File: config.mk
export PLATFORM = sky130hd
export DESIGN_NAME = fourth_order_delta_sigma_modulator
export DESIGN_NICKNAME = d
export VERILOG_FILES = /design/src/fodsm_pkg.sv /design/src/fodsm_mul.sv /design/src/fourth_order_delta_sigma_modulator.sv
export SDC_FILE = /design/constraint.sdc
export NUM_CORES = 2
export LEC_CHECK = 0
export BUFFER_PORTS_ARGS = -buffer_cell sky130_fd_sc_hd__buf_2
export CAP_MARGIN = 5
export CELL_PAD_IN_SITES_DETAIL_PLACEMENT = 0
export CELL_PAD_IN_SITES_GLOBAL_PLACEMENT = 1
export CORE_MARGIN = 10
export CORE_UTILIZATION = 45
export DETAILED_ROUTE_END_ITERATION = 16
export HOLD_SLACK_MARGIN = 0.03
export PLACE_DENSITY = 0.72
export SYNTH_ARGS = -nofsm -noshare
export SYNTH_HDL_FRONTEND = slang
export SYNTH_HIERARCHICAL = 1
export SYNTH_SLANG_ARGS = --single-unit
File: constraint.sdc
create_clock -name clk -period 22.2 [get_ports clk]
set_clock_uncertainty 0.2 [all_clocks]
set_input_delay 4.44 -clock clk [delete_from_list [all_inputs] [get_ports clk]]
set_output_delay 4.44 -clock clk [all_outputs]
set_load 0.05 [all_outputs]
File: src/fodsm_pkg.sv
// Package for the fourth-order delta-sigma modulator: register map, reset
// constants, microcode word layout and the microcode program itself.
// No dependencies; used by fodsm_mul and the top-level modulator.
`default_nettype none

package fodsm_pkg;

	// Default datapath sizing for the integrators.
	localparam int DEF_STATE_WIDTH     = 32;
	localparam int DEF_STATE_FRAC_BITS = 24;

	// Configuration registers: all are unsigned Q1.16.
	localparam int COEF_W    = 17;
	localparam int PCM_W     = 16;
	localparam int APB_AW    = 5;
	localparam int APB_DW    = 32;
	localparam int CFG_IDX_W = 3;

	typedef enum logic [CFG_IDX_W-1:0] {
		REG_INPUT_GAIN = 3'd0,
		REG_COEF_A1    = 3'd1,
		REG_COEF_A2    = 3'd2,
		REG_COEF_A3    = 3'd3,
		REG_COEF_A4    = 3'd4,
		REG_COEF_B1    = 3'd5,
		REG_COEF_C1    = 3'd6
	} cfg_idx_t;

	localparam logic [COEF_W-1:0] RST_INPUT_GAIN = 17'd52429;
	localparam logic [COEF_W-1:0] RST_COEF_A1    = 17'd21845;
	localparam logic [COEF_W-1:0] RST_COEF_A2    = 17'd7864;
	localparam logic [COEF_W-1:0] RST_COEF_A3    = 17'd6554;
	localparam logic [COEF_W-1:0] RST_COEF_A4    = 17'd6554;
	localparam logic [COEF_W-1:0] RST_COEF_B1    = 17'd78643;
	localparam logic [COEF_W-1:0] RST_COEF_C1    = 17'd10923;

	// Integrator reset values in Q8.24; rescaled to the configured format.
	localparam logic signed [31:0] RST_I1_Q24 = 32'sd2240497;
	localparam logic signed [31:0] RST_I2_Q24 = -32'sd671173;
	localparam logic signed [31:0] RST_I3_Q24 = -32'sd253554;
	localparam logic signed [31:0] RST_I4_Q24 = -32'sd312006;

	// Microcode word fields.
	typedef enum logic [1:0] {
		MS_XS,
		MS_I4,
		MS_ACC,
		MS_I1
	} mul_src_t;

	typedef enum logic [2:0] {
		CS_GAIN,
		CS_A1,
		CS_A2,
		CS_A3,
		CS_A4,
		CS_B1,
		CS_C1
	} coef_sel_t;

	typedef enum logic [1:0] {
		OA_PROD,
		OA_ACC,
		OA_I2
	} opa_t;

	typedef enum logic [2:0] {
		OB_ZERO,
		OB_FB,
		OB_T,
		OB_I1,
		OB_I2,
		OB_I3,
		OB_I4
	} opb_t;

	typedef enum logic [2:0] {
		DST_NONE,
		DST_ACC,
		DST_T,
		DST_I1,
		DST_I2,
		DST_I3,
		DST_I4
	} dst_t;

	typedef struct packed {
		mul_src_t  mul_src;
		coef_sel_t coef;
		opa_t      opa;
		opb_t      opb;
		logic      sub;
		dst_t      dst;
		logic      last;
	} ucode_t;

	localparam int PROG_LEN = 13;
	localparam int STEP_W   = $clog2(PROG_LEN);

	// The program. The multiplier result is registered in the product register,
	// so each product is consumed in the step after the one that issues its
	// multiply.
	function automatic ucode_t ucode_rom(input logic [STEP_W-1:0] step);
		ucode_t w;
		w = '{mul_src: MS_XS, coef: CS_GAIN, opa: OA_PROD, opb: OB_ZERO,
			sub: 1'b0, dst: DST_NONE, last: 1'b0};
		case (step)
			// Scaled input x.
			STEP_W'(0): begin
				w.mul_src = MS_XS;
				w.coef    = CS_GAIN;
			end
			// acc = x - fb, issue old integ_four times c1.
			STEP_W'(1): begin
				w.opa     = OA_PROD;
				w.opb     = OB_FB;
				w.sub     = 1'b1;
				w.dst     = DST_ACC;
				w.mul_src = MS_I4;
				w.coef    = CS_C1;
			end
			// Keep the resonator term, issue (x - fb) times a1.
			STEP_W'(2): begin
				w.opa     = OA_PROD;
				w.opb     = OB_ZERO;
				w.dst     = DST_T;
				w.mul_src = MS_ACC;
				w.coef    = CS_A1;
			end
			STEP_W'(3): begin
				w.opa = OA_PROD;
				w.opb = OB_I1;
				w.dst = DST_I1;
			end
			STEP_W'(4): begin
				w.mul_src = MS_I1;
				w.coef    = CS_A2;
			end
			STEP_W'(5): begin
				w.opa = OA_PROD;
				w.opb = OB_I2;
				w.dst = DST_I2;
			end
			// acc = integ_two - c1 term.
			STEP_W'(6): begin
				w.opa = OA_I2;
				w.opb = OB_T;
				w.sub = 1'b1;
				w.dst = DST_ACC;
			end
			// Issue acc times a3, and park integ_two - fb for the last sum.
			STEP_W'(7): begin
				w.mul_src = MS_ACC;
				w.coef    = CS_A3;
				w.opa     = OA_I2;
				w.opb     = OB_FB;
				w.sub     = 1'b1;
				w.dst     = DST_T;
			end
			STEP_W'(8): begin
				w.opa     = OA_PROD;
				w.opb     = OB_I3;
				w.dst     = DST_I3;
				w.mul_src = MS_I1;
				w.coef    = CS_B1;
			end
			STEP_W'(9): begin
				w.opa = OA_PROD;
				w.opb = OB_I3;
				w.dst = DST_ACC;
			end
			STEP_W'(10): begin
				w.opa = OA_ACC;
				w.opb = OB_T;
				w.dst = DST_ACC;
			end
			STEP_W'(11): begin
				w.mul_src = MS_ACC;
				w.coef    = CS_A4;
			end
			STEP_W'(12): begin
				w.opa  = OA_PROD;
				w.opb  = OB_I4;
				w.dst  = DST_I4;
				w.last = 1'b1;
			end
			default: begin
				w.last = 1'b1;
			end
		endcase
		return w;
	endfunction

endpackage

`default_nettype wire

File: src/fodsm_mul.sv
// Shared coefficient multiplier: floor(v * c / 2^16) with a registered result.
// Depends on fodsm_pkg for the coefficient width.
`default_nettype none

module fodsm_mul
	import fodsm_pkg::*;
#(
	parameter int DW = DEF_STATE_WIDTH + 4
) (
	input  wire logic                 clk,
	input  wire logic                 en,
	input  wire logic signed [DW-1:0] op,
	input  wire logic [COEF_W-1:0]    coef,
	output logic signed [DW-1:0]      prod_q
);

	logic signed [DW-17:0]  hi;
	logic [15:0]            lo;
	logic signed [DW+1:0]   hi_prod;
	logic [32:0]            lo_prod;
	logic signed [DW-1:0]   prod_d;

	// Split the operand so the wide part multiplies as a signed word and the
	// low half contributes only its floored top bits.
	assign hi      = op[DW-1:16];
	assign lo      = op[15:0];
	assign hi_prod = hi * $signed({1'b0, coef});
	assign lo_prod = lo * coef;
	assign prod_d  = hi_prod[DW-1:0] + {{(DW-17){1'b0}}, lo_prod[32:16]};

	// Product register.
	always_ff @(posedge clk) begin
		if (en) begin
			prod_q <= prod_d;
		end
	end

endmodule

`default_nettype wire

File: src/fourth_order_delta_sigma_modulator.sv
// Fourth-order one-bit delta-sigma modulator, PCM in, DSD out.
// Depends on fodsm_pkg and fodsm_mul.
//
//   Channel   Direction  Handshake                  Payload
//   s_*       in         tvalid/tready              tdata[15:0] pcm_sample
//   m_*       out        tvalid/tready              tdata[0] dsd_bit
//   APB       in/out     psel/penable/pwrite/pready coefficient registers
//
// Each sample runs the 13-step microcode program; its length is set by the
// dependency chain of the four integrator updates through one shared multiplier.
// A new sample is accepted in the cycle after the previous one finishes.
// The result waits in an output register; the next sample runs meanwhile, and
// only its final step holds while that register is still full.
// Reset restores the coefficient defaults and the integrator start values.
`default_nettype none

module fourth_order_delta_sigma_modulator
	import fodsm_pkg::*;
#(
	parameter int STATE_WIDTH     = DEF_STATE_WIDTH,
	parameter int STATE_FRAC_BITS = DEF_STATE_FRAC_BITS
) (
	input  wire logic              clk,
	input  wire logic              arst_n,
	// Input stream.
	input  wire logic              s_tvalid,
	output logic                   s_tready,
	input  wire logic [15:0]       s_tdata,  // [15:0] pcm_sample
	// Output stream.
	output logic                   m_tvalid,
	input  wire logic              m_tready,
	output logic [7:0]             m_tdata,  // [0] dsd_bit, [7:1] zero
	// Configuration port.
	input  wire logic              psel,
	input  wire logic              penable,
	input  wire logic              pwrite,
	input  wire logic [APB_AW-1:0] paddr,
	input  wire logic [APB_DW-1:0] pwdata,
	output logic [APB_DW-1:0]      prdata,
	output logic                   pready
);

	localparam int W  = STATE_WIDTH;
	localparam int F  = STATE_FRAC_BITS;
	localparam int DW = ((W > F + 2) ? W : F + 2) + 4;
	localparam int UP_SH = (F >= 24) ? F - 24 : 0;
	localparam int DN_SH = (F >= 24) ? 0 : 24 - F;

	localparam logic signed [DW-1:0] FB_ONE = {{(DW-1){1'b0}}, 1'b1} << F;
	localparam logic signed [DW-1:0] FB_NEG = -FB_ONE;
	localparam logic signed [DW-1:0] SAT_HI = {{(DW-W+1){1'b0}}, {(W-1){1'b1}}};
	localparam logic signed [DW-1:0] SAT_LO = ~SAT_HI;

	// Rescale a Q8.24 start value to the state format (floor) and saturate.
	function automatic logic [W-1:0] init_state(input logic signed [31:0] q24);
		logic signed [63:0] v;
		logic signed [63:0] lim;
		v   = {{32{q24[31]}}, q24};
		lim = (64'sd1 <<< (W - 1)) - 64'sd1;
		if (F >= 24) begin
			v = v <<< UP_SH;
		end else begin
			v = v >>> DN_SH;
		end
		if (v > lim) begin
			v = lim;
		end else if (v < -lim - 64'sd1) begin
			v = -lim - 64'sd1;
		end
		return v[W-1:0];
	endfunction

	localparam logic [W-1:0] I1_INIT = init_state(RST_I1_Q24);
	localparam logic [W-1:0] I2_INIT = init_state(RST_I2_Q24);
	localparam logic [W-1:0] I3_INIT = init_state(RST_I3_Q24);
	localparam logic [W-1:0] I4_INIT = init_state(RST_I4_Q24);

	// Saturate a datapath value to the integrator range.
	function automatic logic [W-1:0] sat_w(input logic signed [DW-1:0] v);
		logic [W-1:0] r;
		if (v > SAT_HI) begin
			r = SAT_HI[W-1:0];
		end else if (v < SAT_LO) begin
			r = SAT_LO[W-1:0];
		end else begin
			r = v[W-1:0];
		end
		return r;
	endfunction

	// Sign-extend an integrator to the datapath width.
	function automatic logic signed [DW-1:0] ext_w(input logic [W-1:0] v);
		return {{(DW-W){v[W-1]}}, v};
	endfunction

	logic [COEF_W-1:0] input_gain_q, coef_a1_q, coef_a2_q, coef_a3_q;
	logic [COEF_W-1:0] coef_a4_q, coef_b1_q, coef_c1_q;
	logic              cfg_wr;
	cfg_idx_t          cfg_idx;

	logic              busy_q;
	logic [STEP_W-1:0] step_q;
	logic              m_valid_q;
	logic              dsd_q;
	logic [PCM_W-1:0]  pcm_q;
	logic [W-1:0]      i1_q, i2_q, i3_q, i4_q;
	logic signed [DW-1:0] acc_q, t_q;

	ucode_t               uw;
	logic                 accept;
	logic                 slot_free;
	logic                 run;
	logic                 fb_pos;
	logic signed [DW-1:0] fb;
	logic signed [DW-1:0] xs;
	logic signed [DW-1:0] mul_op;
	logic [COEF_W-1:0]    mul_coef;
	logic signed [DW-1:0] prod;
	logic signed [DW-1:0] alu_a, alu_b, alu_res;
	logic [W-1:0]         sat_res;

	// Configuration register writes.
	assign pready  = 1'b1;
	assign cfg_wr  = psel && penable && pwrite && pready;
	assign cfg_idx = cfg_idx_t'(paddr[APB_AW-1:2]);

	always_ff @(posedge clk or negedge arst_n) begin
		if (!arst_n) begin
			input_gain_q <= RST_INPUT_GAIN;
			coef_a1_q    <= RST_COEF_A1;
			coef_a2_q    <= RST_COEF_A2;
			coef_a3_q    <= RST_COEF_A3;
			coef_a4_q    <= RST_COEF_A4;
			coef_b1_q    <= RST_COEF_B1;
			coef_c1_q    <= RST_COEF_C1;
		end else if (cfg_wr) begin
			unique case (cfg_idx)
				REG_INPUT_GAIN: input_gain_q <= pwdata[COEF_W-1:0];
				REG_COEF_A1:    coef_a1_q    <= pwdata[COEF_W-1:0];
				REG_COEF_A2:    coef_a2_q    <= pwdata[COEF_W-1:0];
				REG_COEF_A3:    coef_a3_q    <= pwdata[COEF_W-1:0];
				REG_COEF_A4:    coef_a4_q    <= pwdata[COEF_W-1:0];
				REG_COEF_B1:    coef_b1_q    <= pwdata[COEF_W-1:0];
				REG_COEF_C1:    coef_c1_q    <= pwdata[COEF_W-1:0];
				default: ;
			endcase
		end
	end

	// Register read-back; unaligned addresses read as zero.
	always_comb begin
		prdata = '0;
		if (paddr[1:0] == 2'b00) begin
			unique case (cfg_idx)
				REG_INPUT_GAIN: prdata = {{(APB_DW-COEF_W){1'b0}}, input_gain_q};
				REG_COEF_A1:    prdata = {{(APB_DW-COEF_W){1'b0}}, coef_a1_q};
				REG_COEF_A2:    prdata = {{(APB_DW-COEF_W){1'b0}}, coef_a2_q};
				REG_COEF_A3:    prdata = {{(APB_DW-COEF_W){1'b0}}, coef_a3_q};
				REG_COEF_A4:    prdata = {{(APB_DW-COEF_W){1'b0}}, coef_a4_q};
				REG_COEF_B1:    prdata = {{(APB_DW-COEF_W){1'b0}}, coef_b1_q};
				REG_COEF_C1:    prdata = {{(APB_DW-COEF_W){1'b0}}, coef_c1_q};
				default:        prdata = '0;
			endcase
		end
	end

	// Sequencer control: the final step waits until the output slot is free.
	assign uw        = ucode_rom(step_q);
	assign s_tready  = !busy_q;
	assign accept    = s_tvalid && s_tready;
	assign slot_free = !m_valid_q || m_tready;
	assign run       = busy_q && (!uw.last || slot_free);

	always_ff @(posedge clk or negedge arst_n) begin
		if (!arst_n) begin
			busy_q    <= 1'b0;
			step_q    <= '0;
			m_valid_q <= 1'b0;
		end else begin
			if (accept) begin
				busy_q <= 1'b1;
				step_q <= '0;
			end else if (run) begin
				if (uw.last) begin
					busy_q <= 1'b0;
				end else begin
					step_q <= step_q + STEP_W'(1);
				end
			end
			if (run && uw.last) begin
				m_valid_q <= 1'b1;
			end else if (m_tready) begin
				m_valid_q <= 1'b0;
			end
		end
	end

	// Sample capture.
	always_ff @(posedge clk) begin
		if (accept) begin
			pcm_q <= s_tdata;
		end
	end

	// Feedback comes from integ_four, which changes only in the last step.
	assign fb_pos = ($signed(i4_q) > 0);
	assign fb     = fb_pos ? FB_ONE : FB_NEG;
	assign xs     = {{(DW-PCM_W){pcm_q[PCM_W-1]}}, pcm_q} <<< (F - 15);

	// Multiplier operand selection.
	always_comb begin
		case (uw.mul_src)
			MS_XS:   mul_op = xs;
			MS_I4:   mul_op = ext_w(i4_q);
			MS_ACC:  mul_op = acc_q;
			MS_I1:   mul_op = ext_w(i1_q);
			default: mul_op = xs;
		endcase
		case (uw.coef)
			CS_GAIN: mul_coef = input_gain_q;
			CS_A1:   mul_coef = coef_a1_q;
			CS_A2:   mul_coef = coef_a2_q;
			CS_A3:   mul_coef = coef_a3_q;
			CS_A4:   mul_coef = coef_a4_q;
			CS_B1:   mul_coef = coef_b1_q;
			CS_C1:   mul_coef = coef_c1_q;
			default: mul_coef = input_gain_q;
		endcase
	end

	fodsm_mul #(
		.DW (DW)
	) u_mul (
		.clk    (clk),
		.en     (run),
		.op     (mul_op),
		.coef   (mul_coef),
		.prod_q (prod)
	);

	// Adder with operand selection; integrator results saturate.
	always_comb begin
		case (uw.opa)
			OA_PROD: alu_a = prod;
			OA_ACC:  alu_a = acc_q;
			OA_I2:   alu_a = ext_w(i2_q);
			default: alu_a = prod;
		endcase
		case (uw.opb)
			OB_ZERO: alu_b = '0;
			OB_FB:   alu_b = fb;
			OB_T:    alu_b = t_q;
			OB_I1:   alu_b = ext_w(i1_q);
			OB_I2:   alu_b = ext_w(i2_q);
			OB_I3:   alu_b = ext_w(i3_q);
			OB_I4:   alu_b = ext_w(i4_q);
			default: alu_b = '0;
		endcase
	end

	assign alu_res = uw.sub ? alu_a - alu_b : alu_a + alu_b;
	assign sat_res = sat_w(alu_res);

	// Integrator state.
	always_ff @(posedge clk or negedge arst_n) begin
		if (!arst_n) begin
			i1_q <= I1_INIT;
			i2_q <= I2_INIT;
			i3_q <= I3_INIT;
			i4_q <= I4_INIT;
		end else if (run) begin
			unique case (uw.dst)
				DST_I1:  i1_q <= sat_res;
				DST_I2:  i2_q <= sat_res;
				DST_I3:  i3_q <= sat_res;
				DST_I4:  i4_q <= sat_res;
				default: ;
			endcase
		end
	end

	// Scratch registers and the output bit.
	always_ff @(posedge clk) begin
		if (run) begin
			unique case (uw.dst)
				DST_ACC: acc_q <= alu_res;
				DST_T:   t_q   <= alu_res;
				default: ;
			endcase
			if (uw.last) begin
				dsd_q <= ($signed(sat_res) > 0);
			end
		end
	end

	assign m_tvalid = m_valid_q;
	assign m_tdata  = {7'b0, dsd_q};

endmodule

`default_nettype wire

After elaboration in Yosys (flattened, before gate mapping)
Index checks and enable logic that the tools add are counted.
{"block": "classes", "n_bitwise": 1, "multipliers": 2, "muxes": 23, "n_lt_le_gt_ge": 4, "addsub": 4, "eq_ne": 42, "reduce_logical": 37}
{"op": "$pmux 36 s6", "n": 1}
{"op": "$pmux 36 s4", "n": 1}
{"op": "$pmux 17 s7", "n": 1}
{"op": "$pmux 17 s6", "n": 1}
{"op": "$mux 36", "n": 2}
{"op": "$pmux 36 s2", "n": 1}
{"op": "$gt 32x1->1 const B", "n": 2}
{"op": "$mux 32", "n": 2}
{"op": "$pmux 5 s8", "n": 1}
{"op": "$add 36x17->36", "n": 1}
{"op": "$add 36x36->36", "n": 1}
{"op": "$eq 3x3->1 const B", "n": 12}
{"op": "$gt 36x32->1 const B", "n": 1}
{"op": "$lt 36x32->1 const B", "n": 1}
{"op": "$mul 20x18->36", "n": 1}
{"op": "$sub 36x36->36", "n": 1}
{"op": "$mul 16x17->33", "n": 1}
{"op": "$reduce_and 2->1", "n": 16}
{"op": "$pmux 5 s6", "n": 1}
{"op": "$eq 3x2->1 const B", "n": 8}
{"op": "$eq 4x4->1 const B", "n": 5}
{"op": "$pmux 3 s6", "n": 1}
{"op": "$mux 17", "n": 1}
{"op": "$eq 4x3->1 const B", "n": 4}
{"op": "21 further kinds", "n": 46}
{"block": "word_totals", "output_inout_bits": 43, "ff_bits": 378, "wordCells": 132, "input_bits": 60}

Depth between registers and ports, before layout
{"block": "logic_depth", "word_depth": 11, "depth_mapped": 51, "mapped_depth_nobuf": 47}

Cells and area by module
Netlist, hierarchy kept.
{"module": "fodsm_mul", "n_inst": 1, "cells_each": 2430, "seq_area_each_um2": 1081.0, "area_each_um2": 22394.0}
{"module": "fourth_order_delta_sigma_modulator", "n_inst": 1, "cells_each": 2087, "seq_area_each_um2": 9171.3, "area_each_um2": 20023.0}

Worst setup path before layout
No wires, ideal clock.
{"block": "synth_path", "kind": "flip-flop to flip-flop", "startpoint": "register step_q[0]", "endpoint": "register u_mul.prod_q[35], data pin", "period_less_slack_ns": 12.574, "path_stages_with_launch": 48, "path_slack_ns": 9.626, "required_time_ns": 21.736, "setup_time_ns": 0.264, "n_path_buf": 5, "arrival_time_ns": 12.109, "path_cell_list": "dfrtp_1 ha_1 buf_2 clkbuf_1 o22ai_1 o21ai_0 buf_1 nor2_1 clkbuf_1 a221oi_1 a21oi_1 clkbuf_1 nand2_1 fa_1 inv_1 fa_1 inv_1 fa_1 (+12 left out) nand2_1 a41o_1 o31a_1 fa_1 fa_1 fa_1 inv_1 fa_1 inv_1 ha_1 o211ai_1 a2111o_1 or3_1 and2_4 o2111a_2 nor4_4 or3_1 nand3_1"}
{"block": "synth_between", "elab_chain_cells": 6, "word_cells_on_any_way": 22, "cone_classes": "add/sub (1); mul (2); eq/ne (15); mux (3); reduce/logical (1)"}
{"element": "from (decl)", "line_no": "fourth_order_delta_sigma_modulator.sv:102", "rtl": "logic [STEP_W-1:0] step_q;"}
{"element": "from (signal assigned)", "line_no": "fourth_order_delta_sigma_modulator.sv:187", "rtl": "step_q <= step_q + STEP_W'(1);"}
{"element": "$eq 4x4->1 (tied with other cells)", "line_no": "fodsm_pkg.sv:107", "rtl": "case (step)"}
{"element": "$pmux 5 s6 *", "line_no": "fodsm_pkg.sv:107"}
{"element": "$eq 3x3->1 (tied with other cells)", "line_no": "fourth_order_delta_sigma_modulator.sv:219", "rtl": "case (uw.coef)"}
{"element": "$pmux 17 s6 *", "line_no": "fourth_order_delta_sigma_modulator.sv:219"}
{"element": "named net mul_coef[5]", "line_no": "fourth_order_delta_sigma_modulator.sv:117", "rtl": "logic [COEF_W-1:0] mul_coef;"}
{"element": "$mul 20x18->36 / $mul 16x17->33 (equally long branches)", "line_no": "fodsm_mul.sv:27, fodsm_mul.sv:28"}
{"element": "$add 36x17->36 *", "line_no": "fodsm_mul.sv:29", "rtl": "assign prod_d = hi_prod[DW-1:0] + {{(DW-17){1'b0}}, lo_prod[32:16]};"}
{"element": "named net u_mul.prod_d[35]", "line_no": "fodsm_mul.sv:21", "rtl": "logic signed [DW-1:0] prod_d;"}
{"element": "to (signal assigned)", "line_no": "fodsm_mul.sv:34", "rtl": "prod_q <= prod_d;"}
{"element": "to (decl)", "line_no": "fodsm_mul.sv:14", "rtl": "output logic signed [DW-1:0] prod_q"}
Mark *: on every way through the listed nets, which the timed path passes. The rest lies on a longest branch.
A chain may end at the register's enable or synchronous reset.

Worst setup path in the final report
{"block": "layout_path", "startpoint": "register step_q[3]", "endpoint": "register u_mul.prod_q[32], data pin"}
{"block": "layout_between", "elab_chain_cells": 6, "word_cells_on_any_way": 22, "cone_classes": "add/sub (1); mul (2); eq/ne (15); mux (3); reduce/logical (1)"}
{"element": "$eq 4x4->1 (tied with other cells)", "line_no": "fodsm_pkg.sv:107"}
{"element": "$pmux 5 s6 *", "line_no": "fodsm_pkg.sv:107"}
{"element": "$eq 2x2->1 (tied with other cells)", "line_no": "fourth_order_delta_sigma_modulator.sv:212", "rtl": "case (uw.mul_src)"}
{"element": "$pmux 36 s4 *", "line_no": "fourth_order_delta_sigma_modulator.sv:212"}
{"element": "named net mul_op[5]", "line_no": "fourth_order_delta_sigma_modulator.sv:116", "rtl": "logic signed [DW-1:0] mul_op;"}
{"element": "$mul 16x17->33 *", "line_no": "fodsm_mul.sv:28", "rtl": "assign lo_prod = lo * coef;"}
{"element": "$add 36x17->36 *", "line_no": "fodsm_mul.sv:29"}
{"element": "named net u_mul.prod_d[32]", "line_no": "fodsm_mul.sv:21"}
Marked as above.

==> flow_metrics.py <==
metrics = {
    "worst_setup_path": {
        "worstPathArrival_ns": 15.01,
        "crit_top_cell": "fa_1",
        "cp_max_fo": 26,
        "end_kind": "flip-flop",
        "rrSetupSlack_ns": 7.33,
        "start_kind": "flip-flop",
        "reg2regPathDepth": 42,
        "cpPeakStageDelay_ns": 1.07,
        "worstSetupPathType": "flip-flop to flip-flop",
        "required_ns": 22.34,
        "rr_endpoint": "u_mul/prod_q[32]$_DFFE_PP_",
        "worst_path_max_delay_cell": "and2_1",
        "rr_startpoint": "step_q[3]$_DFFE_PN0P_",
    },
    "logic_synthesis": {
        "yosysSeqAreaShare_pct": 24.2,
        "ys_seq_elements": 378,
        "synth-async-reset-ratio_pct": 66.9,
        "syn_avg_cell_area_um2": 9.39,
        "syn_area_um2": 42400,
        "ys.warnings.count": 6,
        "synth_cell_types": 93,
        "synthFlopType": "dfstp_2",
        "synth_edf_count": 125,
        "synthCells": 4517,
    },
    "detailed_routing": {
        "firstDrtPassIters": 6,
        "wl_per_cell_um": 22.6,
        "vias_per_cell": 5.67,
        "drt_wl_total_mm": 130,
        "drt_iter0_markers": 2344,
        "vias": 32700,
        "antenna_left": 0,
        "drcViolationCount": 0,
    },
    "placement": {
        "post-place-ws_ns": 7.52,
        "portBuffers": 64,
        "place.detailed.hpwl_mm": 91.7,
        "gp_congestion": 0.951,
    },
    "global_routing": {
        "grt_antenna_before_repair": 5,
        "grt_max_degree": 73,
        "grt_pass1_vias": 34000,
        "grt_pass1_wl_mm": 203,
        "track_usage_pct": 24.3,
        "grt-ovfl-total": 0,
    },
    "clocking": {
        "clkSlewWorstSetupHoldPaths_ns": 0.07,
        "numCtsBuffers": 45,
        "cts-htree-levels": 2,
        "hold_buffers": 0,
        "worstSkewPairLatency_ns": 0.60,
        "postCtsSetupRepairBufs": 0,
        "cts.sinks": 378,
        "cts_resized": 0,
        "cts_tree": "built",
        "root_buffer": "clkbuf_16",
        "cts_buffer_depth": 3,
    },
    "die": {
        "core_um2": 93500,
        "num_rows": 112,
        "top_level_ports": 103,
        "die_w_um": 327,
        "die_h_um": 327,
        "dieArea_um2": 107000,
        "start_util_pct": 45.4,
    },
    "worst_hold_path": {
        "min_path_type": "flip-flop to flip-flop",
        "holdPathEnd": "i3_q[31]$_DFFE_PN1P_",
        "hold_start": "i3_q[31]$_DFFE_PN1P_",
        "hold_path_depth": 2,
    },
    "timing": {
        "hold_viol": 0,
        "max_slew.worst_pin.slew_ns": 1.33,
        "worst_slack_ns": 7.33,
        "slew_headroom_pct": 11.2,
        "setup_tns_ns": 0,
        "period_share_pct": 67.0,
        "fmax_mhz": 67.2,
        "fin_crit_ns": 14.87,
        "slew_viol_final": 0,
        "setup_viol": 0,
        "rsz0062_at_grt": "no",
    },
    "finish": {
        "fin_nets": 5333,
        "layout-area-overhead-vs-synth_pct": 7.50,
        "fill_cells": 8910,
        "drive_above_1_share_pct": 12.5,
    },
    "status": {
        "status": "finished clean",
    },
    "run": {
        "maxCapViolations": 0,
    },
}
-- worst max path at each step --
| stage | start | endpoint | slack (ns) | cells past startpoint |
|---|---|---|---|---|
| after CTS | step_q[3]$_DFFE_PN0P_ | u_mul/prod_q[32]$_DFFE_PP_ | 7.49 | 42 |
| after global placement | step_q[3]$_DFFE_PN0P_ | u_mul/prod_q[32]$_DFFE_PP_ | 7.57 | 42 |
| after global routing | step_q[3]$_DFFE_PN0P_ | u_mul/prod_q[32]$_DFFE_PP_ | 6.71 | 43 |
| after floorplan | step_q[0]$_DFFE_PN0P_ | u_mul/prod_q[35]$_DFFE_PP_ | 9.63 | 47 |
| final | step_q[3]$_DFFE_PN0P_ | u_mul/prod_q[32]$_DFFE_PP_ | 7.33 | 42 |
| after detailed placement | step_q[3]$_DFFE_PN0P_ | u_mul/prod_q[32]$_DFFE_PP_ | 7.52 | 43 |
-- flip-flops by register name, indices dropped and copies added (netlist names), 32 cells and up --
| register | flops |
|---|---|
| t_q | 36 |
| u_mul/prod_q | 36 |
| i2_q | 32 |
| acc_q | 36 |
| i4_q | 32 |
| i3_q | 32 |
| i1_q | 32 |
-- synth_stat cells (28+ instances only) --
cell type | n | area, µm²
o21ai_1 | 34 | 170
a21oi_1 | 275 | 1380
inv_1 | 659 | 2470
ha_1 | 252 | 3150
nand2_1 | 575 | 2160
a221oi_1 | 29 | 254
nand3_1 | 31 | 155
nor2_1 | 246 | 923
o21ai_0 | 125 | 626
and2_1 | 279 | 1750
and3_1 | 31 | 194
a22oi_1 | 56 | 420
a21o_1 | 30 | 225
clkbuf_1 | 208 | 781
xor2_1 | 34 | 298
fa_1 | 551 | 11000
mux2_2 | 139 | 1570
edfxtp_1 | 125 | 3750
a222oi_1 | 28 | 280
dfstp_2 | 134 | 3520
nor3_1 | 28 | 140
dfrtp_1 | 119 | 2980
xnor2_1 | 84 | 736
-- stage by stage --
step | cell area, µm² | utilization (%) | hold WS, ns | cells
after floorplan | 42500 | - | 0.248 | 4538
after global placement | 44200 | 47.3 | 0.263 | 5677
after detailed placement | 44200 | 47.3 | 0.278 | 5677
after CTS | 45600 | 48.8 | 0.288 | 5760
after global routing | 45600 | 48.8 | 0.299 | 5760
final | 45600 | 48.8 | 0.285 | 5765
-- cell families (layout without fill, tap and decap cells) --
family	count (synthesis)	after routing	share of synthesized area, %
muxes	169	169	4.49
DFF	378	378	24.2
and+or+nand+nor	1324	1324	14.8
other	2	28	0.0177
AOI/OAI and AO/OA	795	795	12.1
xor gates and xnor gates	119	119	2.47
buffers and inverters	927	895	8.46
adders and majority gates	803	803	33.4
-- area by class of cell --
cell class	instances	area, µm²	share of cell area, %
antenna	5	12.5	0.0274
clock inverter	19	111	0.244
clock buffer	64	1260	2.76
tap	1254	1570	3.44
inverter	661	2480	5.44
multi-input combinational	3233	28900	63.4
timing repair buffer	151	983	2.16
sequential	378	10300	22.5
-- cell usage in the layout (no fill, tap or decap), drive strengths merged, types with 64 or more instances in the layout --
cell	synthesis	routed
ha	252	252
o21ai	159	159
and2	282	282
nor2	246	246
dfrtp	119	119
xnor2	85	85
dfstp	134	134
a21oi	276	276
mux2	139	139
edfxtp	125	125
fa	551	551
nand2	575	575
clkbuf	208	64
inv	661	666
buf	58	151
-- critical path, delay by kind of cell (launching register included) --
family                     cells  cell delay, ns
AOI/OAI and AO/OA             14            3.77
xor gates and xnor gates       1            0.11
adders and majority gates     12            5.82
buffers and inverters          7            0.61
DFF                            1            0.88
and+or+nand+nor                8            3.17
-- layer usage --
layer,global-route usage (%),vias up,wire (µm)
met3,3.23,204,7390
met2,38.8,1001,59400
met4,8.46,0,4700
li1,-,14700,-
met5,0,-,0
met1,33.6,16800,58500
Power is left out: the tool's default activity adds up to more than one toggle a clock period on the data nets, which glitch-free logic cannot reach.
